### config.mk
export PLATFORM = sky130hd
export DESIGN_NAME = whs_cell
export DESIGN_NICKNAME = d
export VERILOG_FILES = /design/src/design/whs_pkg.sv /design/src/design/whs_cell.sv
export SDC_FILE = /design/constraint.sdc
export NUM_CORES = 1
export LEC_CHECK = 0
export ABC_AREA = 0
export BUFFER_PORTS_ARGS = -buffer_cell sky130_fd_sc_hd__buf_4
export CORE_MARGIN = 2
export CORE_UTILIZATION = 42
export DETAILED_ROUTE_END_ITERATION = 10
export GPL_TIMING_DRIVEN = 0
export HOLD_SLACK_MARGIN = 0.15
export PLACE_DENSITY_LB_ADDON = 0.12
export SLEW_MARGIN = 20
export SYNTH_ARGS = -nofsm -noshare
export SYNTH_HDL_FRONTEND = slang
export SYNTH_SLANG_ARGS = --single-unit
### constraint.sdc
create_clock -name clk -period 14.9 [get_ports clk]
set_input_delay 2.98 -clock clk [delete_from_list [all_inputs] [get_ports clk]]
set_output_delay 2.98 -clock clk [all_outputs]
set_load 0.03 [all_outputs]
### src/design/whs_pkg.sv
// Shared constants, register codes and the arctangent table for the
// waypoint heading steering block. No dependencies.
package whs_pkg;

  // CORDIC angle accumulator fraction: units of 2^-24 degree
  localparam int ACC_FRAC  = 24;
  localparam int TABLE_LEN = 24;
  // Accumulator width: holds -100 .. +360 degrees at 2^-24 degree
  localparam int Z_W       = 35;
  localparam int ANGLE_W   = 16;
  localparam int SPEED_W   = 16;
  localparam int CFG_ADDR_W = 3;

  localparam logic signed [Z_W-1:0] Z_DEG180 = Z_W'(64'd180 << ACC_FRAC);
  localparam logic signed [Z_W-1:0] Z_DEG360 = Z_W'(64'd360 << ACC_FRAC);

  // Register indexes of the configuration port
  typedef enum logic [CFG_ADDR_W-1:0] {
    REG_TARGET_X  = 3'd0,
    REG_TARGET_Y  = 3'd1,
    REG_FWD_SPEED = 3'd2,
    REG_TURN_SPEED = 3'd3,
    REG_FACING_TOL = 3'd4
  } cfg_reg_t;

  // atan(2^-i) in degrees, scaled by 2^24, rounded to nearest
  function automatic logic [29:0] atan_lut(input int idx);
    case (idx)
      0:  return 30'd754974720;
      1:  return 30'd445687602;
      2:  return 30'd235489088;
      3:  return 30'd119537938;
      4:  return 30'd60000934;
      5:  return 30'd30029717;
      6:  return 30'd15018523;
      7:  return 30'd7509720;
      8:  return 30'd3754917;
      9:  return 30'd1877466;
      10: return 30'd938734;
      11: return 30'd469367;
      12: return 30'd234684;
      13: return 30'd117342;
      14: return 30'd58671;
      15: return 30'd29335;
      16: return 30'd14668;
      17: return 30'd7334;
      18: return 30'd3667;
      19: return 30'd1833;
      20: return 30'd917;
      21: return 30'd458;
      22: return 30'd229;
      23: return 30'd115;
      default: return '0;
    endcase
  endfunction

  // Number of restoring subtract steps that bring a 16-bit yaw below full
  function automatic int yaw_steps(input int full);
    int k;
    k = 0;
    for (int s = 0; s < 9; s++) begin
      if ((full << k) <= 65535) k++;
    end
    return k;
  endfunction

endpackage

### src/design/whs_cell.sv
// One CORDIC vectoring cell; also does one restoring step of the yaw
// reduction modulo a full turn. Depends on whs_pkg.
module whs_cell import whs_pkg::*; #(
  parameter int XY_W     = 43,
  parameter int IDX      = 0,
  parameter int YAW_STEP = 0
) (
  input  logic                   clk,
  input  logic                   rst_n,
  input  logic                   valid_i,
  output logic                   ready_o,
  input  logic signed [XY_W-1:0] x_i,
  input  logic signed [XY_W-1:0] y_i,
  input  logic signed [Z_W-1:0]  z_i,
  input  logic                   zero_i,
  input  logic [ANGLE_W-1:0]     yaw_i,
  input  logic [ANGLE_W-1:0]     yaw_red_i,
  output logic                   valid_o,
  input  logic                   ready_i,
  output logic signed [XY_W-1:0] x_o,
  output logic signed [XY_W-1:0] y_o,
  output logic signed [Z_W-1:0]  z_o,
  output logic                   zero_o,
  output logic [ANGLE_W-1:0]     yaw_o,
  output logic [ANGLE_W-1:0]     yaw_red_o
);

  localparam logic signed [Z_W-1:0] ATAN  = Z_W'(atan_lut(IDX));
  localparam logic [ANGLE_W-1:0]    YSTEP = ANGLE_W'(YAW_STEP);

  logic                   v_r;
  logic signed [XY_W-1:0] xs, ys, x_nxt, y_nxt;
  logic signed [Z_W-1:0]  z_nxt;
  logic [ANGLE_W-1:0]     yaw_red_nxt;

  assign xs = x_i >>> IDX;
  assign ys = y_i >>> IDX;

  // rotate toward the x axis by the sign of y
  always_comb begin
    if (!y_i[XY_W-1]) begin
      x_nxt = x_i + ys;
      y_nxt = y_i - xs;
      z_nxt = z_i + ATAN;
    end else begin
      x_nxt = x_i - ys;
      y_nxt = y_i + xs;
      z_nxt = z_i - ATAN;
    end
  end

  // subtract this cell's multiple of a full turn if it fits
  assign yaw_red_nxt = (yaw_red_i >= YSTEP) ? yaw_red_i - YSTEP : yaw_red_i;

  assign ready_o = !v_r || ready_i;
  assign valid_o = v_r;

  always_ff @(posedge clk) begin
    if (!rst_n) begin
      v_r <= 1'b0;
    end else if (ready_o) begin
      v_r <= valid_i;
    end
  end

  always_ff @(posedge clk) begin
    if (valid_i && ready_o) begin
      x_o       <= x_nxt;
      y_o       <= y_nxt;
      z_o       <= z_nxt;
      zero_o    <= zero_i;
      yaw_o     <= yaw_i;
      yaw_red_o <= yaw_red_nxt;
    end
  end

endmodule

**Word level (Yosys, flattened, before mapping)**

Index checks and enable logic that the tools add are counted.

- Flip-flop bits (word level): 155
- Logic and storage cells: 18
- Output and inout port bits: 156

- Mux-type cells: 3
- Reduce and logical (&&, ||, !) cells: 3
- Add/subtract/negate cells: 5

Operators with widths:

| kind | number |
|---|---|
| 43-bit 2-to-1 mux | 2 |
| 43-bit subtractor | 2 |
| 43-bit adder | 1 |
| 35-bit by 31-bit adder with 35-bit output (second input constant) | 1 |
| 35-bit 2-to-1 mux | 1 |
| 35-bit by 31-bit subtractor with 35-bit output (second input constant) | 1 |
| 1-bit logical AND | 1 |
| 1-bit logical NOT | 1 |
| 1-bit logical OR | 1 |

**Depth between registers and ports, before layout**

- Depth in word-level cells: 3
- Mapped depth: 13
- Gate-level depth less buffers: 12

**Worst setup path after synthesis**

OpenSTA, ideal clock, no wires.

- Path type: in2reg
- Start: input ready_i
- End: register x_o[0], enable pin
- Data required time: 14370 ps
- Arrival: 6856 ps
- Path buffers: 0
- Stages on the path: 2
- Setup slack: 7514 ps
- Library setup time: 530 ps
- Path through: nand2b_1 and2_1

- Longest elaborated chain between the ends: 2

Ends and longest elaborated chain:

| element | line | text |
|---|---|---|
| from (decl) | whs_cell.sv:19 | `input logic ready_i,` |
| 1-bit logical OR | whs_cell.sv:55 | `assign ready_o = !v_r \|\| ready_i;` |
| 1-bit logical AND | whs_cell.sv:67 | `if (valid_i && ready_o) begin` |
| to (signal assigned) | whs_cell.sv:68 | `x_o <= x_nxt;` |
| to (decl) | whs_cell.sv:20 | `output logic signed [XY_W-1:0] x_o,` |

No other way between the ends.
A chain may end at the register's enable or synchronous reset.

**Worst setup path after layout**

- Start: input ready_i
- End: output ready_o

- Longest elaborated chain between the ends: 1

Ends and longest elaborated chain:

| element | line | text |
|---|---|---|
| 1-bit logical OR | whs_cell.sv:55 |  |
| to (decl) | whs_cell.sv:11 | `output logic ready_o,` |

No other way between the ends.

==> impl_results.md <==
* Status: finished clean
* Post-place setup slack at 7.925 ns
* Worst Slack Setup Final at 8.487 ns
* Hold buffer count at CTS at 0
* Area leader, netlist: edfxtp_1
* Fmax at 155.9 MHz
* Routed wire per std cell at 22.31 um
* FP Rows at 63
* Final Cycle Share at 43.04%
* Router iterations before antenna repair at 6
* Setup TNS Final at 0 ns
* Endpoints failing setup at 0
* Area of the multi-input gates at 7387 sq um
* Peak VDD IR at 0.00007727 V
* Crit Path Max Fanout at 3
* Die span in x at 178.7 um
* CTS resizes at 0
* RePlAce Congestion at 0.9986
* Num CTS Buffers at 17
* Clock buffer depth at 2
* Top Usage Layer GRT: met2
* Cell Chain, Critical Path: buf_4 > nand2b_1 > buf_4
* Starting Density at 42.89%
* Max stage delay cell, worst path: buf_4
* Critical path's most frequent cell: buf_4
* Reg area at 4614 sq um
* Worst-path clk slew at 0.06 ns
* CTS tree: built
* Mapped Avg Cell Area at 9.093 sq um
* Worst Tran Pin Value at 1.082 ns
* Distinct cells, synth at 88
* Max cap viols at 0
* Hold Vio Cnt, Final at 0
* Final Power at 1.645 mW
* Clock Tree Root: clkbuf_16
* Sink Count at 154
* GR Util All Layers at 29.48%
* R2R Setup Slk at 12.85 ns
* Hold_sp: valid_o
* DR vias at 12267
* Gr ovfl total at 0
* Yosys top cell area share at 35.86%
* Syn-to-layout area delta at 27.39%
* Initial antenna violation count at 2
* Mapped Cells at 1409
* Critical Path RT at 11.92 ns
* Synth Register Bits at 154
* Slew HR at 27.18%
* Vert. Die Dim at 178.7 um
* Number of synthesized flops with an enable pin at 153
* Final Critical Period at 6.413 ns
* Worst R2R End: x_o[12]
* Synth area leaders: edfxtp_1, ha_1, a21oi_1
* Top_reg_cell synth: edfxtp_1
* Hold/Removal Path Class: flop to flop
* CP startpoint kind: input port
* Hold Path Depth at 2
* Fillers at 2824
* Largest net degree at the start of global routing at 57
* Port Buffers at 313
* Setup Skew at 0.02624 ns
* Layout cell share with drive strength beyond 1 at 23.19%
* Dpl hpwl at 38.67 mm
* Initial drt markers at 1314
* Clk Latency, worst-skew pair at 0.47 ns
* Syn Nets at 1706
* R2R cell count at 4
* GR Layer Usage met3 at 5.619%
* CP peak stage delay at 0.18 ns
* Netlist Area Pre-Place at 12810 sq um
* Vias in the first global route at 11553
* Residual DRC count at 0
* Delay-heaviest family, CP: buffers and inverters
* H-tree levels at 4
* Buf+Inv Stages, Crit Path at 2
* Worst min-delay path endpoint: valid_o
* ANT nets after route at 0
* Sequential element share of the synthesized area at 36.02%
* Reg2reg start: valid_o
* CP Capture Type: output pin
* Post-synth top cells: a21oi_1, edfxtp_1, inv_1
* Async set or reset register ratio after synthesis at 0%
* RSZ-0062 raised after global routing: false
* Final wirelength at 47.88 mm
* Setup bufs post-CTS at 0
* Kind of critical path: input port to output pin
* Crit path DAT at 3.43 ns
* Most common cell in the synthesized netlist: a21oi_1
* GRT met2 Usage at 48.05%
* DR vias/cell at 5.716
* Layout Utilization at 54.63%
* Cell Pwr Density at 100.8 nW/um^2
* Die area at 31920 sq um
* Met1 GRT Util at 38.57%
* IO Count at 314
* Placeable Area at 29870 sq um
* Final Max Slew Viols at 0
* Leakage Power at 7.135 nW
* First-pass GRT wire length at 69.63 mm
* Nets@finish at 2040
* Synth warnings at 0
worst min-delay path, stage by stage (launching register included):
cell      delay, ns
dfxtp_1        0.31
nand2b_1       0.11
a21boi_0       0.09
final cells by class:
| cell class | instances | share of cell area, % |
|---|---|---|
| buffer | 62 | 1.817 |
| clock inverter | 14 | 1.135 |
| clock buffer | 17 | 2.606 |
| antenna | 1 | 0.01533 |
| sequential | 154 | 28.27 |
| multi-input combinational | 1055 | 45.26 |
| tap | 390 | 2.990 |
| timing repair buffer | 315 | 14.73 |
| inverter | 138 | 3.174 |
cells in the final DEF, fill, tap and decap left out, drive strengths merged, types with 19 or more instances in the layout:
| cell | count |
|---|---|
| buf | 346 |
| a31oi | 28 |
| o21bai | 30 |
| inv | 143 |
| edfxtp | 153 |
| o21ai | 106 |
| clkbuf | 48 |
| nand2 | 91 |
| mux2i | 19 |
| ha | 135 |
| a21o | 21 |
| nor2 | 112 |
| xnor2 | 74 |
| o31ai | 23 |
| a21oi | 168 |
| nor3 | 26 |
worst max path at each step:
stage	from	endpoint	slack [ns]	cells past startpoint
after global routing	y_i[42]	z_o[34]	8.26	14
after CTS	y_i[42]	z_o[34]	8.41	14
after floorplan	ready_i	x_o[0]	7.51	2
final	ready_i	ready_o	8.49	3
after detailed placement	y_i[42]	z_o[34]	7.93	14
after global placement	ready_i	y_o[16]	6.17	3
logic make-up after synthesis:
kind of cell | Yosys count | share of synthesized area, %
AO/OA/AOI/OAI | 476 | 23.92
multiplexers | 20 | 1.572
XOR/XNOR | 88 | 6.016
AND/OR/NAND/NOR | 332 | 12.32
adder cells (fa/ha/maj) | 139 | 13.81
flip-flops | 154 | 36.02
buffers and inverters | 200 | 6.348
sequential cells by signal, summed over array words and instances, names as in the netlist:
signal / cells
y_o: 42
yaw_o: 16
x_o: 43
z_o: 35
zero_o: 1
yaw_red_o: 16
valid_o: 1
power breakdown:
part / internal, mW / leakage [nW] / total [mW] / switching [mW]
registers: 0.543 / 1.49 / 0.557 / 0.0139
logic: 0.220 / 5.35 / 0.617 / 0.397
clock network: 0.267 / 0.295 / 0.472 / 0.204
total: 1.03 / 7.14 / 1.64 / 0.615
through the flow:
| stage | cells | hold slack, ns | instance area (sq um) |
|---|---|---|---|
| finish | 2146 | 0.5589 | 16320 |
| floorplan | 1409 | 0.8846 | 12810 |
| global placement | 2112 | 0.5171 | 15650 |
| CTS | 2145 | 0.5636 | 16320 |
| global route | 2146 | 0.6011 | 16320 |
| detailed placement | 2114 | 0.5533 | 15710 |
layer usage:
| layer | part of all wire [%] | wire length [um] |
|---|---|---|
| met4 | 3.2 | 1535 |
| met5 | 0 | 0 |
| met1 | 41 | 19850 |
| met3 | 9.3 | 4433 |
| met2 | 46 | 22070 |
No activity file was read; power rests on OpenSTA's default activity.
