## src/design/whs_pkg.sv

```systemverilog
// Shared constants, register codes and the arctangent table for the
// waypoint heading steering block. No dependencies.
package whs_pkg;

  // CORDIC angle accumulator fraction: units of 2^-24 degree
  localparam int ACC_FRAC  = 24;
  localparam int TABLE_LEN = 24;
  // Accumulator width: holds -100 .. +360 degrees at 2^-24 degree
  localparam int Z_W       = 35;
  localparam int ANGLE_W   = 16;
  localparam int SPEED_W   = 16;
  localparam int CFG_ADDR_W = 3;

  localparam logic signed [Z_W-1:0] Z_DEG180 = Z_W'(64'd180 << ACC_FRAC);
  localparam logic signed [Z_W-1:0] Z_DEG360 = Z_W'(64'd360 << ACC_FRAC);

  // Register indexes of the configuration port
  typedef enum logic [CFG_ADDR_W-1:0] {
    REG_TARGET_X  = 3'd0,
    REG_TARGET_Y  = 3'd1,
    REG_FWD_SPEED = 3'd2,
    REG_TURN_SPEED = 3'd3,
    REG_FACING_TOL = 3'd4
  } cfg_reg_t;

  // atan(2^-i) in degrees, scaled by 2^24, rounded to nearest
  function automatic logic [29:0] atan_lut(input int idx);
    case (idx)
      0:  return 30'd754974720;
      1:  return 30'd445687602;
      2:  return 30'd235489088;
      3:  return 30'd119537938;
      4:  return 30'd60000934;
      5:  return 30'd30029717;
      6:  return 30'd15018523;
      7:  return 30'd7509720;
      8:  return 30'd3754917;
      9:  return 30'd1877466;
      10: return 30'd938734;
      11: return 30'd469367;
      12: return 30'd234684;
      13: return 30'd117342;
      14: return 30'd58671;
      15: return 30'd29335;
      16: return 30'd14668;
      17: return 30'd7334;
      18: return 30'd3667;
      19: return 30'd1833;
      20: return 30'd917;
      21: return 30'd458;
      22: return 30'd229;
      23: return 30'd115;
      default: return '0;
    endcase
  endfunction

  // Number of restoring subtract steps that bring a 16-bit yaw below full
  function automatic int yaw_steps(input int full);
    int k;
    k = 0;
    for (int s = 0; s < 9; s++) begin
      if ((full << k) <= 65535) k++;
    end
    return k;
  endfunction

endpackage

```

## src/design/whs_prep.sv

```systemverilog
// Front cell: forms the waypoint deltas and the CORDIC start vector.
// Depends on whs_pkg.
module whs_prep import whs_pkg::*; #(
  parameter int COORD_BITS = 16,
  parameter int XY_W       = 43
) (
  input  logic                        clk,
  input  logic                        rst_n,
  input  logic                        valid_i,
  output logic                        ready_o,
  input  logic signed [COORD_BITS-1:0] robot_x,
  input  logic signed [COORD_BITS-1:0] robot_y,
  input  logic [ANGLE_W-1:0]          robot_yaw,
  input  logic signed [COORD_BITS-1:0] target_x,
  input  logic signed [COORD_BITS-1:0] target_y,
  output logic                        valid_o,
  input  logic                        ready_i,
  output logic signed [XY_W-1:0]      x_o,
  output logic signed [XY_W-1:0]      y_o,
  output logic signed [Z_W-1:0]       z_o,
  output logic                        zero_o,
  output logic [ANGLE_W-1:0]          yaw_o
);

  localparam int EXT = XY_W - ACC_FRAC - COORD_BITS - 1;

  logic                       v_r;
  logic signed [COORD_BITS:0] dx, dy, mag_x, mag_y;
  logic                       neg;

  // y-inverted deltas, exact
  assign dx    = {target_x[COORD_BITS-1], target_x} - {robot_x[COORD_BITS-1], robot_x};
  assign dy    = {robot_y[COORD_BITS-1], robot_y} - {target_y[COORD_BITS-1], target_y};
  assign neg   = dx[COORD_BITS];
  // fold the left half plane onto the right one
  assign mag_x = neg ? -dx : dx;
  assign mag_y = neg ? -dy : dy;

  assign ready_o = !v_r || ready_i;
  assign valid_o = v_r;

  // advance the valid flag
  always_ff @(posedge clk) begin
    if (!rst_n) begin
      v_r <= 1'b0;
    end else if (ready_o) begin
      v_r <= valid_i;
    end
  end

  // load the start vector, prescaled by 2^24
  always_ff @(posedge clk) begin
    if (valid_i && ready_o) begin
      x_o    <= {{EXT{mag_x[COORD_BITS]}}, mag_x, {ACC_FRAC{1'b0}}};
      y_o    <= {{EXT{mag_y[COORD_BITS]}}, mag_y, {ACC_FRAC{1'b0}}};
      z_o    <= neg ? Z_DEG180 : '0;
      zero_o <= (dx == '0) && (dy == '0);
      yaw_o  <= robot_yaw;
    end
  end

endmodule

```

## config.mk

```make
export PLATFORM = sky130hd
export DESIGN_NAME = whs_prep
export DESIGN_NICKNAME = d
export VERILOG_FILES = /design/src/design/whs_pkg.sv /design/src/design/whs_prep.sv
export SDC_FILE = /design/constraint.sdc
export NUM_CORES = 1
export LEC_CHECK = 0
export BUFFER_PORTS_ARGS = -buffer_cell sky130_fd_sc_hd__buf_4
export CAP_MARGIN = 40
export CELL_PAD_IN_SITES_DETAIL_PLACEMENT = 1
export CELL_PAD_IN_SITES_GLOBAL_PLACEMENT = 1
export CORE_ASPECT_RATIO = 1.2
export CORE_UTILIZATION = 37
export DETAILED_ROUTE_END_ITERATION = 8
export PLACE_DENSITY = 0.87
export SYNTH_ARGS = -nofsm -noshare
export SYNTH_HDL_FRONTEND = slang
export SYNTH_SLANG_ARGS = --single-unit
```

## constraint.sdc

```tcl
create_clock -name clk -period 8.8 [get_ports clk]
set_input_delay 1.76 -clock clk [delete_from_list [all_inputs] [get_ports clk]]
set_output_delay 1.76 -clock clk [all_outputs]
set_load 0.1 [all_outputs]
```

=== After elaboration in Yosys (flattened, before gate mapping) ===
Index checks and enable logic that the tools add are counted.

* Register bits: 87
* Word-level logic and storage cells: 19
* Input bits: 84
* Output and inout port bits: 140

* Reduce and logical (&&, ||, !) cells: 6
* Mux-type cells: 3
* Add/sub/neg operators: 4

{| class="wikitable"
|+ Operator list
! kind !! number
|-
| 17-bit logical NOT || 2
|-
| 17-bit two-way mux || 2
|-
| 17-bit negation || 2
|-
| 16-bit by 16-bit subtractor with 17-bit output || 2
|-
| 32-bit two-way mux || 1
|-
| 1-bit logical AND || 2
|-
| 1-bit logical NOT || 1
|-
| 1-bit logical OR || 1
|}

=== Logic depth before layout (Yosys ltp) ===
* Word-level depth: 3
* Mapped depth: 15

=== Least setup slack after synthesis ===
Ideal clock, no wire load.

* Path kind: input -> register
* Start point: input robot_x[1]
* End point: register x_o[40] (netlist name)
* Setup slack: 4.300 ns
* Data required time: 8.545 ns
* Data arrival time: 4.245 ns
* Stages: 13
* Cell sequence: inv_1 > ha_1 > nor2b_4 > o2111a_1 > or2_0 > buf_2 > a21o_1 > or3_4 > a2111oi_4 > nand2_1 > nor4_1 > ha_1 > and2_1

* Cells in the longest elaborated chain, start to end: 3

{| class="wikitable"
|+ Ends and longest elaborated chain
! item !! RTL line !! RTL
|-
| start: declaration || whs_prep.sv:11 || <nowiki>input logic signed [COORD_BITS-1:0] robot_x,</nowiki>
|-
| 16-bit by 16-bit subtractor with 17-bit output (*) || whs_prep.sv:32 || <nowiki>assign dx = {target_x[COORD_BITS-1], target_x} - {robot_x[COORD_BITS-1], robot_x};</nowiki>
|-
| 17-bit negation || whs_prep.sv:36 || <nowiki>assign mag_x = neg ? -dx : dx;</nowiki>
|-
| 17-bit two-way mux (*) || whs_prep.sv:36 ||
|}

Every way passes the cells marked *; elsewhere a longest branch is shown, timed or not.
A chain may end at the register's enable or synchronous reset.

=== Worst setup path after layout ===
* Start point: input robot_x[1]
* End point: register x_o[40] (netlist name)

* Cells in the longest elaborated chain, start to end: 3

{| class="wikitable"
|+ Ends and longest elaborated chain
! item !! RTL line
|-
| 16-bit by 16-bit subtractor with 17-bit output (*) || whs_prep.sv:32
|-
| 17-bit negation || whs_prep.sv:36
|-
| 17-bit two-way mux (*) || whs_prep.sv:36
|}

Marked as above.

==> impl_metrics.json <==
{
  "status": "finished clean",
  "arrival_ns": 4.93,
  "hold_depth": 2,
  "grt_pass1_wl_um": 20700,
  "routed-wl-met2_um": 7120,
  "final.setup.tns_ns": 0,
  "port_buffers": 144,
  "p_leak_uw": 0.00279,
  "grt_use_total_pct": 19.3,
  "hp-class": "reg -> reg",
  "ant_nets": 0,
  "critPathKind": "in -> reg",
  "r2r_start": "valid_o",
  "end_kind": "flip-flop",
  "cap_violations": 0,
  "rrSetupSlack_ns": 7.14,
  "met1Wirelength_um": 4940,
  "wl_per_cell_um": 16.3,
  "hold_viol_final": 0,
  "setup_viol_count_final": 0,
  "placed_area_um2": 5770,
  "rsz0062_at_grt": "no",
  "netlist_area_um2": 4870,
  "min_period_ns": 4.88,
  "cts_tree": "yes",
  "avgSynthCellArea_um2": 9.32,
  "stdcell_area_um2": 5940,
  "die_h_um": 128,
  "stdcell_count": 818,
  "h-tree-depth": 2,
  "hpwl_um": 10800,
  "relSlewSlack_pct": 46.3,
  "first_global_vias": 4163,
  "via_count": 4125,
  "finClkSkew_ns": 0.00560,
  "max_freq_mhz": 205,
  "routed-wl-met3_um": 960,
  "synthFlopType": "edfxtp_1",
  "finalNetCount": 777,
  "maxUsedRoutingLayer": "met4",
  "synth_top_cells_by_area": "edfxtp_1, buf_4, ha_1",
  "cpMostUsedCell": "ha_1",
  "cp-start-kind": "input pin",
  "yosys.area.top_type": "edfxtp_1",
  "grt_max_degree": 32,
  "ys_seq_area_share_pct": 32.5,
  "clk_pin_slew_ns": 0.07,
  "tightest_slew_ns": 0.805,
  "drt_drc_violations_left": 0,
  "dp_cells": 810,
  "synth_cell_type_count": 71,
  "clock_latency_ns": 0.30,
  "drt_pass1_iterations": 4,
  "async_flop_share_pct": 0,
  "synth_top_area_share_pct": 32.0,
  "routed_via_density": 5.04,
  "crit_family": "simple AND/OR/NAND/NOR gates",
  "post_cts_buffers": 0,
  "synthToLayoutAreaGrowth_pct": 21.8,
  "crit_chain": "buf_4 -> inv_1 -> ha_1 -> nor2b_4 -> o2111a_1 -> or2_0 -> a21o_1 -> or3_4 -> a2111oi_4 -> nand2_1 -> nor4_1 -> ha_1 -> and2_1",
  "grt_overflow": 0,
  "start_util_pct": 38.3,
  "drv_slew": 0,
  "clkSinkCount": 53,
  "yosys_warnings": 0,
  "total_power_uw": 1360,
  "fin_crit_sh_pct": 55.5,
  "worstReg2RegEnd": "x_o[29]",
  "io_pins": 224,
  "drt_iter0_markers": 132,
  "holdBufCountCts": 0,
  "die_area_um2": 13600,
  "rr_worst_depth": 3,
  "clock_path_buffers": 2,
  "drive_gt1_share_pct": 26.1,
  "antenna_cells": 0,
  "synth_edf_count": 52,
  "worstHoldEndpoint": "valid_o",
  "core_area_um2": 12700,
  "critPathMaxFanout": 5,
  "cp_data_required_time_ns": 8.85,
  "gp_congestion": 0.824,
  "path_buf_inv": 2,
  "powerDensity_nw_per_um2": 230,
  "ir_drop_uv": 160,
  "hp-start": "valid_o",
  "cts_inserted_buffers": 5,
  "max_stage_delay_ns": 0.41,
  "wirelength_um": 13300,
  "antenna_found_initial": 0,
  "crit_slowest_cell": "a2111oi_4",
  "root_buffer": "clkbuf_16",
  "cts_resized": 0,
  "fp-row-count": 45,
  "final_util_pct": 46.7,
  "synth_seq_cells": 53,
  "syn_inst": 523,
  "die_x_um": 107
}
## worst max path at each step
stage / startpoint / end / slack, ns / cells past startpoint
5_1_grt: robot_y[0] / y_o[40] / 3.78 / 16
6_report: robot_x[1] / x_o[40] / 3.92 / 13
2_1_floorplan: robot_x[1] / x_o[40] / 4.30 / 13
3_5_place_dp: robot_x[1] / x_o[40] / 3.68 / 13
3_3_place_gp: robot_x[1] / x_o[40] / 3.81 / 13
4_1_cts: robot_x[1] / x_o[40] / 3.93 / 13
## layout by cell type (no fill, tap or decap), types with 4 or more instances in the layout
cell type / instances
or2_2: 5
a21o_1: 14
nand2_1: 23
or3_1: 5
nor2_1: 22
xor2_1: 11
inv_1: 49
edfxtp_1: 52
a21oi_1: 32
clkbuf_16: 5
o21a_1: 6
a31oi_1: 9
conb_1: 79
and3_1: 5
ha_1: 38
xnor2_1: 34
a211oi_1: 5
o21ai_0: 17
buf_4: 144
o211ai_1: 5
o31ai_1: 4
nor3b_1: 4
nand3_1: 8
nor3_1: 9
## sequential cells by signal, summed over array words and instances (netlist names)
name and count:
x_o 17, y_o 17, valid_o 1, zero_o 1, z_o 1, yaw_o 16
## cell type report
| cell class | instances | area, um2 |
|---|---|---|
| Fill cell | 1496 | 6790 |
| Multi-Input combinational cell | 398 | 2680 |
| Sequential cell | 53 | 1580 |
| Timing Repair Buffer | 145 | 1110 |
| Tap cell | 164 | 205 |
| Inverter | 50 | 188 |
| Clock buffer | 5 | 125 |
| Clock inverter | 3 | 46.3 |
## layer usage
layer	global-route usage, %	vias up
li1	-	1942
met1	20.1	1949
met2	38.0	210
met3	2.90	24
met4	7.49	0
met5	0	-
## Yosys cell counts, types with 6 or more instances
cell type  instances
a21o_1            14
nand3_1            8
nand2_1           23
nor3_1             9
inv_1             49
clkbuf_1           7
nor2_1            22
o21ai_0           17
a31oi_1            9
ha_1              38
edfxtp_1          52
o21a_1             6
xnor2_1           34
buf_4             87
a21oi_1           32
xor2_1            11
## kinds of logic (layout without fill, tap and decap cells)
kind of cell | count (synthesis) | count (layout) | share of synthesized area [%]
compound gates | 126 | 126 | 17.8
xor+xnor | 45 | 45 | 8.09
fa+ha+maj | 40 | 40 | 10.6
buf+inv | 150 | 203 | 18.5
flops | 53 | 53 | 32.5
mux | 3 | 3 | 0.616
other cells | 1 | 79 | 0.0769
simple gates | 105 | 105 | 11.8
## worst min-delay path, stage by stage, from the launching register on
cell	delay, ns
dfxtp_1	0.31
nand2b_1	0.10
a21boi_0	0.09
## power breakdown
part	leakage [uW]	total, uW	switching [uW]	internal [uW]
registers	0.000512	346	14.8	331
logic	0.00220	794	620	174
clock network	0.0000800	225	90.5	135
total	0.00279	1360	725	639
## stage by stage
step	worst slack (ns)	hold WS [ns]
2_1_floorplan	4.30	1.78
3_3_place_gp	3.81	0.515
6_report	3.92	0.555
5_1_grt	3.78	0.601
3_5_place_dp	3.68	0.553
4_1_cts	3.93	0.564
Note: power is estimated with default switching activity, not from simulation.
