File: src/design/whs_pkg.sv
// Shared constants, register codes and the arctangent table for the
// waypoint heading steering block. No dependencies.
package whs_pkg;

  // CORDIC angle accumulator fraction: units of 2^-24 degree
  localparam int ACC_FRAC  = 24;
  localparam int TABLE_LEN = 24;
  // Accumulator width: holds -100 .. +360 degrees at 2^-24 degree
  localparam int Z_W       = 35;
  localparam int ANGLE_W   = 16;
  localparam int SPEED_W   = 16;
  localparam int CFG_ADDR_W = 3;

  localparam logic signed [Z_W-1:0] Z_DEG180 = Z_W'(64'd180 << ACC_FRAC);
  localparam logic signed [Z_W-1:0] Z_DEG360 = Z_W'(64'd360 << ACC_FRAC);

  // Register indexes of the configuration port
  typedef enum logic [CFG_ADDR_W-1:0] {
    REG_TARGET_X  = 3'd0,
    REG_TARGET_Y  = 3'd1,
    REG_FWD_SPEED = 3'd2,
    REG_TURN_SPEED = 3'd3,
    REG_FACING_TOL = 3'd4
  } cfg_reg_t;

  // atan(2^-i) in degrees, scaled by 2^24, rounded to nearest
  function automatic logic [29:0] atan_lut(input int idx);
    case (idx)
      0:  return 30'd754974720;
      1:  return 30'd445687602;
      2:  return 30'd235489088;
      3:  return 30'd119537938;
      4:  return 30'd60000934;
      5:  return 30'd30029717;
      6:  return 30'd15018523;
      7:  return 30'd7509720;
      8:  return 30'd3754917;
      9:  return 30'd1877466;
      10: return 30'd938734;
      11: return 30'd469367;
      12: return 30'd234684;
      13: return 30'd117342;
      14: return 30'd58671;
      15: return 30'd29335;
      16: return 30'd14668;
      17: return 30'd7334;
      18: return 30'd3667;
      19: return 30'd1833;
      20: return 30'd917;
      21: return 30'd458;
      22: return 30'd229;
      23: return 30'd115;
      default: return '0;
    endcase
  endfunction

  // Number of restoring subtract steps that bring a 16-bit yaw below full
  function automatic int yaw_steps(input int full);
    int k;
    k = 0;
    for (int s = 0; s < 9; s++) begin
      if ((full << k) <= 65535) k++;
    end
    return k;
  endfunction

endpackage

File: src/design/whs_steer.sv
// Output cell: facing test and shorter turn selection; holds the result
// beat until it is taken. Depends on whs_pkg.
module whs_steer import whs_pkg::*; #(
  parameter int FULL = 46080,
  parameter int BW   = 16
) (
  input  logic               clk,
  input  logic               rst_n,
  input  logic               valid_i,
  output logic               ready_o,
  input  logic [BW-1:0]      bearing_i,
  input  logic [ANGLE_W-1:0] yaw_i,
  input  logic [ANGLE_W-1:0] yaw_red_i,
  input  logic [SPEED_W-1:0] forward_speed,
  input  logic [SPEED_W-1:0] turning_speed,
  input  logic [ANGLE_W-1:0] facing_tolerance,
  output logic               valid_o,
  input  logic               ready_i,
  output logic [SPEED_W-1:0] linear_speed,
  output logic [ANGLE_W-1:0] turn_angle,
  output logic               facing,
  output logic [ANGLE_W-1:0] bearing
);

  localparam int                   DW     = ((BW > ANGLE_W) ? BW : ANGLE_W) + 2;
  localparam logic signed [DW-1:0] FULL_S = DW'(FULL);

  logic                 v_r;
  logic signed [DW-1:0] b_s, y_s, yr_s, tol_s;
  logic signed [DW-1:0] diff, adiff, left, right, left_w, right_w, turn;
  logic                 facing_nxt;

  assign b_s   = signed'(DW'(bearing_i));
  assign y_s   = signed'(DW'(yaw_i));
  assign yr_s  = signed'(DW'(yaw_red_i));
  assign tol_s = signed'(DW'(facing_tolerance));

  // plain facing test on the raw yaw, no wraparound
  assign diff       = b_s - y_s;
  assign adiff      = diff[DW-1] ? -diff : diff;
  assign facing_nxt = adiff <= tol_s;

  // left and right turn costs on the reduced yaw; ties turn right
  assign left    = b_s - yr_s;
  assign right   = yr_s - b_s;
  assign left_w  = left[DW-1] ? left + FULL_S : left;
  assign right_w = right[DW-1] ? right + FULL_S : right;
  assign turn    = facing_nxt ? '0 : ((left_w < right_w) ? left_w : -right_w);

  assign ready_o = !v_r || ready_i;
  assign valid_o = v_r;

  always_ff @(posedge clk) begin
    if (!rst_n) begin
      v_r <= 1'b0;
    end else if (ready_o) begin
      v_r <= valid_i;
    end
  end

  always_ff @(posedge clk) begin
    if (valid_i && ready_o) begin
      linear_speed <= facing_nxt ? forward_speed : turning_speed;
      turn_angle   <= ANGLE_W'(turn);
      facing       <= facing_nxt;
      bearing      <= ANGLE_W'(bearing_i);
    end
  end

endmodule

File: config.mk
export PLATFORM = sky130hd
export DESIGN_NAME = whs_steer
export DESIGN_NICKNAME = d
export VERILOG_FILES = /design/src/design/whs_pkg.sv /design/src/design/whs_steer.sv
export SDC_FILE = /design/constraint.sdc
export NUM_CORES = 1
export LEC_CHECK = 0
export BUFFER_PORTS_ARGS = -buffer_cell sky130_fd_sc_hd__buf_2
export CAP_MARGIN = 20
export CELL_PAD_IN_SITES_DETAIL_PLACEMENT = 0
export CELL_PAD_IN_SITES_GLOBAL_PLACEMENT = 1
export CORE_MARGIN = 2
export CORE_UTILIZATION = 35
export DETAILED_ROUTE_END_ITERATION = 6
export PLACE_DENSITY_LB_ADDON = 0.1
export SLEW_MARGIN = 40
export SYNTH_ARGS = -nofsm -noshare
export SYNTH_HDL_FRONTEND = slang
export SYNTH_SLANG_ARGS = --single-unit
export TNS_END_PERCENT = 5
File: constraint.sdc
create_clock -name clk -period 14.68 [get_ports clk]
set_input_delay 2.936 -clock clk [delete_from_list [all_inputs] [get_ports clk]]
set_output_delay 2.936 -clock clk [all_outputs]
set_load 0.02 [all_outputs]
Word level (Yosys, flattened, before mapping)
Index checks and enable logic that the tools add are counted.
{ "totals": {"word_cells": 22, "ramBits": 0, "output_inout_bits": 51, "memories": 0, "regBits": 50, "latchBits": 0, "romBits": 0} }
{ "classes": {"n_mux": 5, "magnitude_cmp": 2, "n_reduce_logical": 3, "mul": 0, "n_eq_ne": 0, "div": 0, "shift": 0, "bitwise": 0, "addsub": 7} }
{ "ops": {"columns": ["op", "n"], "rows": [
  ["2-to-1 mux 18 bit", 3],
  ["subtractor 16 x 16 -> 17 bit", 3],
  ["adder 17 x 17 -> 18 bit (second input constant)", 2],
  ["2-to-1 mux 16 bit", 2],
  ["less-or-equal comparator 18 x 17 -> 1 bit", 1],
  ["less-than comparator 18 bit", 1],
  ["negation 17 -> 18 bit", 1],
  ["negation 16 bit", 1],
  ["logical AND 1 bit", 1],
  ["zero test 1 bit", 1],
  ["logical OR 1 bit", 1]
]} }

Depth between registers and ports, before layout
Gate-level depths: netlist of the first run.
{ "logic_depth": {"ltp_word": 5, "ltp_mapped": 24} }

Worst setup path after synthesis of the first run
No wires, ideal clock.
{ "synth_timing": {"path_type": "input-to-reg", "from": "in yaw_red_i[0]", "to": "reg turn_angle[10], data pin", "arrival_time_ps": 7454, "path_slack_ps": 6969, "path_buffers": 1, "cell_stages": 20, "setup_time_ps": 256, "path_cell_list": "inv_1 ha_1 inv_1 fa_1 a21oi_1 o211ai_1 and3_1 a211oi_2 xnor2_1 nor4_1 o21ba_2 nand2b_1 ha_1 nand4_1 nor2_1 o21ai_0 o31ai_1 clkbuf_1 mux2i_1 nor2_1"} }
{ "synth_between": {"elab_chain_cells": 5} }
{ "synth_rtl": {"columns": ["element", "line", "source"], "rows": [
  ["start, declared", "whs_steer.sv:13", "input logic [ANGLE_W-1:0] yaw_red_i,"],
  ["subtractor 16 x 16 -> 17 bit (on tied branches)", "whs_steer.sv:45, whs_steer.sv:44", null],
  ["adder 17 x 17 -> 18 bit (on tied branches)", "whs_steer.sv:47, whs_steer.sv:46", null],
  ["2-to-1 mux 18 bit (on tied branches)", "whs_steer.sv:47, whs_steer.sv:46", null],
  ["negation 16 bit / less-than comparator 18 bit (equally long branches)", "whs_steer.sv:48", "assign turn = facing_nxt ? '0 : ((left_w < right_w) ? left_w : -right_w);"],
  ["2-to-1 mux 16 bit (*)", "whs_steer.sv:48", null],
  ["end signal, assigned", "whs_steer.sv:64", "turn_angle <= ANGLE_W'(turn);"],
  ["end, declared", "whs_steer.sv:20", "output logic [ANGLE_W-1:0] turn_angle,"]
]} }
Mark *: on every way between the ends. The rest lies on a longest branch, timed or not.
A chain may end at the register's enable or synchronous reset.

Worst setup path in the final report of the first run
{ "layout_timing": {"from": "in bearing_i[0]", "to": "reg linear_speed[2], data pin"} }
{ "layout_between": {"elab_chain_cells": 5} }
{ "layout_rtl": {"columns": ["element", "line", "source"], "rows": [
  ["start, declared", "whs_steer.sv:11", "input logic [BW-1:0] bearing_i,"],
  ["subtractor 16 x 16 -> 17 bit (*)", "whs_steer.sv:39", "assign diff = b_s - y_s;"],
  ["negation 17 -> 18 bit", "whs_steer.sv:40", "assign adiff = diff[DW-1] ? -diff : diff;"],
  ["2-to-1 mux 18 bit (*)", "whs_steer.sv:40", null],
  ["less-or-equal comparator 18 x 17 -> 1 bit (*)", "whs_steer.sv:41", "assign facing_nxt = adiff <= tol_s;"],
  ["2-to-1 mux 16 bit (*)", "whs_steer.sv:63", "linear_speed <= facing_nxt ? forward_speed : turning_speed;"],
  ["end signal, assigned", "whs_steer.sv:63", null],
  ["end, declared", "whs_steer.sv:19", "output logic [SPEED_W-1:0] linear_speed,"]
]} }
Marks and branches as above.

==> flow_summary.ini, run 1 <==
[die]
num_rows = 48
die_h_um = 136
dieArea_um2 = 18500
io_pins = 151
core_um2 = 17200
dieWidth_um = 136
start_util_pct = 35.6

[clock_network]
cts_tree = yes
cts.clk_slew.worst_paths_ns = 0.08
ctsResizeCount = 0
cts_buffers = 5
cts_buffer_depth = 2
cts_hold_buffers = 0
cts.sinks = 50
clock-root-buffer = clkbuf_16
cts_setup_buffers = 0
cts.htree.levels = 2
clk_latency_ns = 0.31

[global_routing]
antenna_found_initial = 1
grt_max_degree = 50
grtUsageTotal_pct = 16.9
grt_pass1_wl_um = 25100
grt_pass1_vias = 5274
grt_overflow_total = 0

[setup_path]
crit_fanout = 33
cp_data_arrival_time_ns = 8.30
critPathKind = in -> reg
required_ns = 14.75
critPathLaunchType = primary input
end_kind = flip-flop

[placement]
gp_congestion = 0.789
hpwl_um = 12700
port_buffers = 150
dpl_cell_area_um2 = 7070
pre_cts_slack_ns = 6.06

[pwr]
pwr-share-comb_pct = 59.5
power_switching_uw = 335
clockPowerShare_pct = 15.8
internal-power_uw = 466
ir_drop_v = 0.0000532
seqPwrFrac_pct = 24.7
power_leakage_uw = 0.00350
cellPowerDensity_nw_per_um2 = 111
p_sw_share_pct = 41.8

[sta]
worst_slack_ns = 6.45
period_needed_ns = 8.23
finalHoldViolCount = 0
setup_viol = 0
setup_tns_ns = 0
period_share_pct = 56.1
final_max_slew_viol_count = 0
slew_headroom_pct = 53.8
worst_pin_slew_ns = 0.693
max_freq_mhz = 122
fin_skew_ns = 0.00820
holdWs_ns = 0.526
rsz0062_at_grt = false

[flow_run]
drv_cap = 0

[synthesis]
synth_edf_count = 49
ys_types = 63
yosys_warnings = 0
syn-num-nets = 876
yosys_most_used_dff = edfxtp_1
synthTopCellsByArea = edfxtp_1, ha_1, xnor2_1
ys_seq_elements = 50
synthTopCellsByCount = ha_1, inv_1, a21oi_1, edfxtp_1, nor2_1
synth_area_per_cell_um2 = 8.86
yosysTopAreaCellShare_pct = 24.1
synth_most_common_cell = ha_1
yosysTopAreaCell = edfxtp_1
seq_area_frac_synth_pct = 24.4
synth_area_um2 = 6110
synthArstFlopShare_pct = 0
synthCells = 689

[final_layout]
utilization_pct = 42.1
areaGrowthSynthToFinish_pct = 18.3
post-route-cell-area_um2 = 7220
nNetsFinal = 1014
drive_gt1_share_pct = 23.4

[run_status]
outcome = complete, no violations

[detailed_routing]
wirelength_um = 15200
dr_total_vias = 5178
drc_errors = 0
final_antenna_net_count = 0
wire_per_inst_um = 14.5
first_pass_iters = 4
routed_via_density = 4.91
drt_iter0_drc = 156

[min_path]
hold_class = reg -> reg
per-layer routing:
layer	track usage [%]	vias to the layer above	routed length (µm)
met1	21.5	2344	7100
met2	29.8	96	7430
li1	-	2727	-
met4	4.28	0	181
met5	0	-	0
met3	2.31	11	522
sequential cells by signal (all words and copies together) (netlist names):
signal        flops
valid_o           1
facing            1
turn_angle       16
bearing          16
linear_speed     16
layout make-up:
class	count	area, µm²
antenna	1	2.50
fill	1779	9950
tap	225	282
clock inverter	3	28.8
timing repair buffer	153	773
inverter	73	274
clock buffer	5	125
sequential	50	1490
multi-input combinational	544	4250
per-stage QoR:
stage | power (µW) | std cells
after global routing | 873 | 1054
after CTS | 813 | 1053
after floorplan | 569 | 689
final | 801 | 1054
after detailed placement | 682 | 1045
after global placement | 673 | 1045
worst paths after layout:
check	startpoint	to	slack, ns	cells past startpoint
setup / recovery	bearing_i[0]	linear_speed[2]$_DFFE_PP_	6.45	24
hold / removal	valid_o$_SDFFE_PN0N_	valid_o$_SDFFE_PN0N_	0.53	2
setup reg to reg	valid_o$_SDFFE_PN0N_	turn_angle[13]$_SDFFCE_PP0P_	13.19	3
hold reg to reg	valid_o$_SDFFE_PN0N_	valid_o$_SDFFE_PN0N_	0.53	2
critical path, stage by stage:
cell and delay, ns:
buf_2 0.11, inv_1 0.08, ha_1 0.19, fa_1 0.26, nor2b_4 0.05, o31a_1 0.28, or2_2 0.32, a21oi_1 0.23
o21ai_1 0.14, a311o_1 0.42, o31ai_4 0.56, o21ai_0 0.24, xnor2_1 0.18, ha_1 0.30, a21o_1 0.18, a21oi_1 0.14
nor2b_1 0.05, o21ai_0 0.14, nand2b_1 0.08, a221oi_1 0.28, a41oi_1 0.11, a31oi_4 0.17, buf_4 0.41, mux2_2 0.39
kinds of logic after synthesis:
family,synth area share (%)
mux,6.49
simple gates,14.3
fa+ha+maj,18.2
buf+inv,6.15
compound gates,19.5
xor+xnor,11.0
flops,24.4
power by group through the flow:
stage	sequential, µW	combinational, µW	clock, µW
after floorplan	234	335	0
after global placement	201	473	0
after detailed placement	202	480	0
after CTS	198	483	131
after global routing	201	536	136
final	198	477	126
layout by cell type (no fill, tap or decap), drive strengths merged, types with 13 or more instances in the layout:
cell	count
buf	153
ha	84
inv	74
a21oi	52
edfxtp	49
nor2	45
o21ai	41
xnor2	40
xor2	34
nand2	27
a21o	22
mux2	17
mux2i	16
nand2b	15
nand3	14
nor2b	14
nor3	13
No activity file was read; power rests on OpenSTA's default activity.
==> inputs of run 2 (changes only) <==
--- a/config.mk
+++ b/config.mk
@@ -5,6 +5,7 @@
 export SDC_FILE = /design/constraint.sdc
 export NUM_CORES = 1
 export LEC_CHECK = 0
+export ABC_AREA = 1
 export BUFFER_PORTS_ARGS = -buffer_cell sky130_fd_sc_hd__buf_2
 export CAP_MARGIN = 20
 export CELL_PAD_IN_SITES_DETAIL_PLACEMENT = 0
==> constraint.sdc (replaced) <==
create_clock -name clk -period 8.25 [get_ports clk]
set_input_delay 1.65 -clock clk [delete_from_list [all_inputs] [get_ports clk]]
set_output_delay 1.65 -clock clk [all_outputs]
set_load 0.02 [all_outputs]
==> flow_summary.ini, run 2 <==
[run_status]
outcome = complete, no violations

[clock_network]
cts.sinks = 50
cts_setup_buffers = 0
cts_buffer_depth = 2
cts_buffers = 5
clk_latency_ns = 0.31
cts_hold_buffers = 0
clock-root-buffer = clkbuf_16
cts_tree = yes
cts.htree.levels = 2
cts.clk_slew.worst_paths_ns = 0.08
ctsResizeCount = 0

[sta]
period_share_pct = 72.5
final_max_slew_viol_count = 0
slew_headroom_pct = 56.6
period_needed_ns = 5.98
finalHoldViolCount = 0
fin_skew_ns = 0.0109
rsz0062_at_grt = false
setup_tns_ns = 0
worst_pin_slew_ns = 0.651
setup_viol = 0
max_freq_mhz = 167

[die]
start_util_pct = 36.0
die_h_um = 141
io_pins = 151
dieArea_um2 = 19800
dieWidth_um = 141
num_rows = 49
core_um2 = 18100

[pwr]
clockPowerShare_pct = 15.7
internal-power_uw = 752
power_switching_uw = 665
p_sw_share_pct = 46.9
cellPowerDensity_nw_per_um2 = 184
seqPwrFrac_pct = 25.3
ir_drop_v = 0.0000789
power_leakage_uw = 0.00439
pwr-share-comb_pct = 59.0

[global_routing]
grt_pass1_vias = 6158
antenna_found_initial = 0
grt_max_degree = 50
grt_pass1_wl_um = 29900
grt_overflow_total = 0
grtUsageTotal_pct = 18.8

[setup_path]
critPathLaunchType = primary input
end_kind = flip-flop
crit_fanout = 29
critPathKind = in -> reg
required_ns = 8.28
cp_data_arrival_time_ns = 6.01

[final_layout]
num-fill-cells = 2001
multi_input_area_um2 = 4240
seqCellArea_um2 = 1490
n_antenna_cell = 0
mostFrequentLayoutCells = nand2_1, inv_1, buf_2, ha_1, nand3_1
drive_gt1_share_pct = 16.9
final_common_cell = nand2_1
finalNonFillerCells = 1375
areaGrowthSynthToFinish_pct = 17.6
biggestRegsByFlops = bearing: 16 flops, linear_speed: 16 flops, turn_angle: 16 flops
nNetsFinal = 1332

[synthesis]
yosysTopAreaCell = edfxtp_1
synth_xor_area_share_pct = 5.81
synth_area_per_cell_um2 = 6.55
synth_top_family_by_area = simple AND/OR/NAND/NOR gates
seq_area_frac_synth_pct = 22.8
synthArstFlopShare_pct = 0
synthCells = 997
synthAdderAreaFrac_pct = 17.0
synth_most_common_cell = nand2_1
synth-compound-area-share_pct = 9.60
yosysTopAreaCellShare_pct = 22.5
synthTopCellsByArea = edfxtp_1, nand2_1, ha_1
synth_area_um2 = 6530
synth_edf_count = 49
synthMuxAreaShare_pct = 0
ys_types = 39
syn-num-nets = 1184
yosys_warnings = 0
synthSimpleGateAreaFrac_pct = 32.3
ys_seq_elements = 50
synthTopCellsByCount = nand2_1, inv_1, ha_1, nand3_1, nor2_1
yosys_most_used_dff = edfxtp_1

[detailed_routing]
first_pass_iters = 7
wire_per_inst_um = 13.2
drc_errors = 0
final_antenna_net_count = 0
dr_total_vias = 6442
routed_via_density = 4.69
wirelength_um = 18200
drt_iter0_drc = 326

[flow_run]
drv_cap = 0

[placement]
hpwl_um = 15800
gp_congestion = 0.855
port_buffers = 150
dp.cells = 1367

[min_path]
hold_class = reg -> reg
-- run 2: metal layers --
layer	part of all wire, %	vias to the layer above	wire [µm]	track usage [%]
li1	-	3455	-	-
met3	4.9	20	896	3.69
met5	0	-	0	0
met1	47	2818	8580	24.7
met2	47	149	8490	32.2
met4	1.3	0	233	3.89
-- run 2: worst paths after layout --
| check | startpoint | to | slack, ns | depth (start not counted) |
|---|---|---|---|---|
| setup reg to reg | valid_o$_SDFFE_PN0N_ | turn_angle[7]$_SDFFCE_PP0P_ | 6.83 | 2 |
| hold / removal | valid_o$_SDFFE_PN0N_ | valid_o$_SDFFE_PN0N_ | 0.57 | 2 |
| setup / recovery | bearing_i[0] | turn_angle[3]$_SDFFCE_PP0P_ | 2.27 | 27 |
| hold reg to reg | valid_o$_SDFFE_PN0N_ | valid_o$_SDFFE_PN0N_ | 0.57 | 2 |
-- run 2: logic make-up after synthesis --
kind of cell	after synthesis
buffers and inverters	208
AND/OR/NAND/NOR	503
XOR/XNOR	39
adder cells (fa/ha/maj)	87
flip-flops	50
AO/OA/AOI/OAI	110
-- run 2: power by group through the flow --
stage	Sequential (µW)	Clock, µW	Combinational, µW
after floorplan	428	0	565
after global placement	364	0	842
after detailed placement	365	0	843
after CTS	360	232	846
after global routing	362	242	961
final	359	222	836
-- run 2: critical path, cell delays in order --
cell      delay [ns]
buf_2           0.10
inv_1           0.07
ha_1            0.22
fa_1            0.40
nand3b_1        0.19
nand2_2         0.13
a21oi_2         0.09
inv_1           0.08
nand3_1         0.08
nand2_1         0.07
nand2_1         0.05
nand2_1         0.11
nand2_1         0.08
nor2_1          0.18
nand2_1         0.09
o21ai_0         0.19
xor2_1          0.18
inv_1           0.06
ha_1            0.26
nand2_1         0.06
nor3_1          0.27
nand2_1         0.08
o31ai_1         0.20
nand2_1         0.29
buf_4           0.30
inv_2           0.43
a21oi_1         0.09
-- run 2: final cells by class --
type / instances / share of cell area (%)
clock buffer: 5 / 1.63
clock inverter: 3 / 0.375
inverter: 196 / 9.58
multi-input combinational: 739 / 55.2
sequential: 50 / 19.4
tap: 229 / 3.73
timing repair buffer: 153 / 10.1
-- run 2: through the flow --
stage          worst slack (ns)  hold WS, ns  total power [µW]  utilization, %  area [µm²]
2_1_floorplan              3.11        0.729               993               -        6530
3_3_place_gp               1.85        0.535              1210            41.5        7520
3_5_place_dp               1.85        0.576              1210            41.5        7520
4_1_cts                    2.17        0.585              1440            42.3        7680
5_1_grt                    1.67        0.605              1570            42.3        7680
6_report                   2.27        0.565              1420            42.3        7680
==> inputs of run 3 (changes only) <==
==> constraint.sdc (replaced) <==
create_clock -name clk -period 4.8 [get_ports clk]
set_input_delay 0.96 -clock clk [delete_from_list [all_inputs] [get_ports clk]]
set_output_delay 0.96 -clock clk [all_outputs]
set_load 0.02 [all_outputs]
==> flow_summary.ini, run 3 (same netlist as run 2, synthesis figures left out) <==
[sta]
fin_skew_ns = 0.0225
period_share_pct = 94.8
setup_viol = 0
finalHoldViolCount = 0
slew_headroom_pct = 56.9
rsz0062_at_grt = true
holdWs_ns = 0.554
max_freq_mhz = 220
final_max_slew_viol_count = 0
period_needed_ns = 4.55
worst_pin_slew_ns = 0.647

[clock_network]
cts.clk_slew.worst_paths_ns = 0.09
clock-root-buffer = clkbuf_16
cts_tree = yes
cts.sinks = 50
cts_hold_buffers = 0
cts.htree.levels = 2
cts_buffers = 5
clk_latency_ns = 0.32
cts_buffer_depth = 2

[flow_run]
drv_cap = 0

[detailed_routing]
drt_iter0_drc = 283
wirelength_um = 19500
dr_total_vias = 6998
wire_per_inst_um = 12.7
routed_via_density = 4.56
first_pass_iters = 4
final_antenna_net_count = 0
drc_errors = 0

[die]
start_util_pct = 36.0
io_pins = 151
core_um2 = 18100
dieArea_um2 = 19800
num_rows = 49
die_h_um = 141
dieWidth_um = 141

[setup_path]
r2r_start = valid_o$_SDFFE_PN0N_
crit_path_top_delay_cell = fa_1
required_ns = 4.86
crit_end = linear_speed[4]$_DFFE_PP_
cpMostUsedCell = buf_4
end_kind = flip-flop
cpPeakStageDelay_ns = 0.44
critPathKind = in -> reg
critPathLaunchType = primary input
cp_top_family = simple AND/OR/NAND/NOR gates
startpoint = bearing_i[1]
r2r_slack_ns = 3.37
cp_data_arrival_time_ns = 4.61
cp.depth = 25
timing.rr.end = turn_angle[6]$_SDFFCE_PP0P_
crit_fanout = 15
crit_buf_inv = 8
ff2ff_path_depth = 2

[final_layout]
num-fill-cells = 1924
post-route-cell-area_um2 = 9040
seqCellArea_um2 = 1490
utilization_pct = 49.8
finalNonFillerCells = 1535
mostFrequentLayoutCells = nand2_1, inv_1, buf_4, buf_2, ha_1
nNetsFinal = 1492
biggestRegsByFlops = bearing: 16 flops, linear_speed: 16 flops, turn_angle: 16 flops
drive_gt1_share_pct = 29.9
n_antenna_cell = 0
final_common_cell = nand2_1
multi_input_area_um2 = 4370
areaGrowthSynthToFinish_pct = 38.5

[pwr]
cellPowerDensity_nw_per_um2 = 312
ir_drop_v = 0.000195
power_uw = 2820
power_leakage_uw = 0.00516

[global_routing]
grtUsageTotal_pct = 20.0
grt_pass1_wl_um = 32000
grt_overflow_total = 0
grt_pass1_vias = 6847
grt_max_degree = 50
antenna_found_initial = 1

[placement]
hpwl_um = 16900
dpl_cell_area_um2 = 8710
port_buffers = 150
dp.cells = 1522
gp_congestion = 0.883

[run_status]
outcome = complete, no violations

[min_path]
hold_class = reg -> reg
-- run 3: layer usage --
metal	wire length, µm	up-vias	track usage [%]
met2	9230	135	35.6
met5	0	-	0
met1	9210	3070	26.1
li1	-	3782	-
met4	177	0	3.42
met3	870	11	3.01
-- run 3: power by group --
group	leakage, µW	total (µW)	internal [µW]	switching (µW)
Clock	0.0000763	400	201	199
Combinational	0.00460	1810	765	1040
Sequential	0.000489	616	599	16.7
-- run 3: repair_timing --
action,CTS,global route
buffers inserted,0,5
setup endpoints to repair,0,33
resized for setup,0,42
-- run 3: cell type report --
type | count | share of cell area, %
multi-input combinational | 739 | 48.3
clock inverter | 3 | 0.318
inverter | 196 | 8.18
clock buffer | 5 | 1.38
timing repair buffer | 313 | 22.1
tap | 229 | 3.17
sequential | 50 | 16.5
-- run 3: worst min-delay path by stage --
| stage | from | end | slack, ns | depth (start not counted) |
|---|---|---|---|---|
| 2_1_floorplan | valid_o$_SDFFE_PN0N_ | valid_o$_SDFFE_PN0N_ | 0.73 | 2 |
| 3_3_place_gp | valid_o$_SDFFE_PN0N_ | valid_o$_SDFFE_PN0N_ | 0.54 | 2 |
| 3_5_place_dp | valid_o$_SDFFE_PN0N_ | valid_o$_SDFFE_PN0N_ | 0.55 | 2 |
| 4_1_cts | valid_o$_SDFFE_PN0N_ | valid_o$_SDFFE_PN0N_ | 0.56 | 2 |
| 5_1_grt | valid_o$_SDFFE_PN0N_ | valid_o$_SDFFE_PN0N_ | 0.59 | 2 |
| 6_report | valid_o$_SDFFE_PN0N_ | valid_o$_SDFFE_PN0N_ | 0.55 | 2 |
-- run 3: metrics by stage --
stage / TNS (ns) / setup slack, ns
5_1_grt: -0.193 / -0.0404
4_1_cts: 0 / 0.0238
6_report: 0 / 0.249
3_5_place_dp: -8.29 / -0.310
3_3_place_gp: -3.62 / -0.280
2_1_floorplan: 0 / 0.350
-- run 3: worst min-delay path, cell delays in order (launching register included) --
cell and delay, ns:
dfxtp_1 0.35, nand2_1 0.08, a21boi_0 0.07
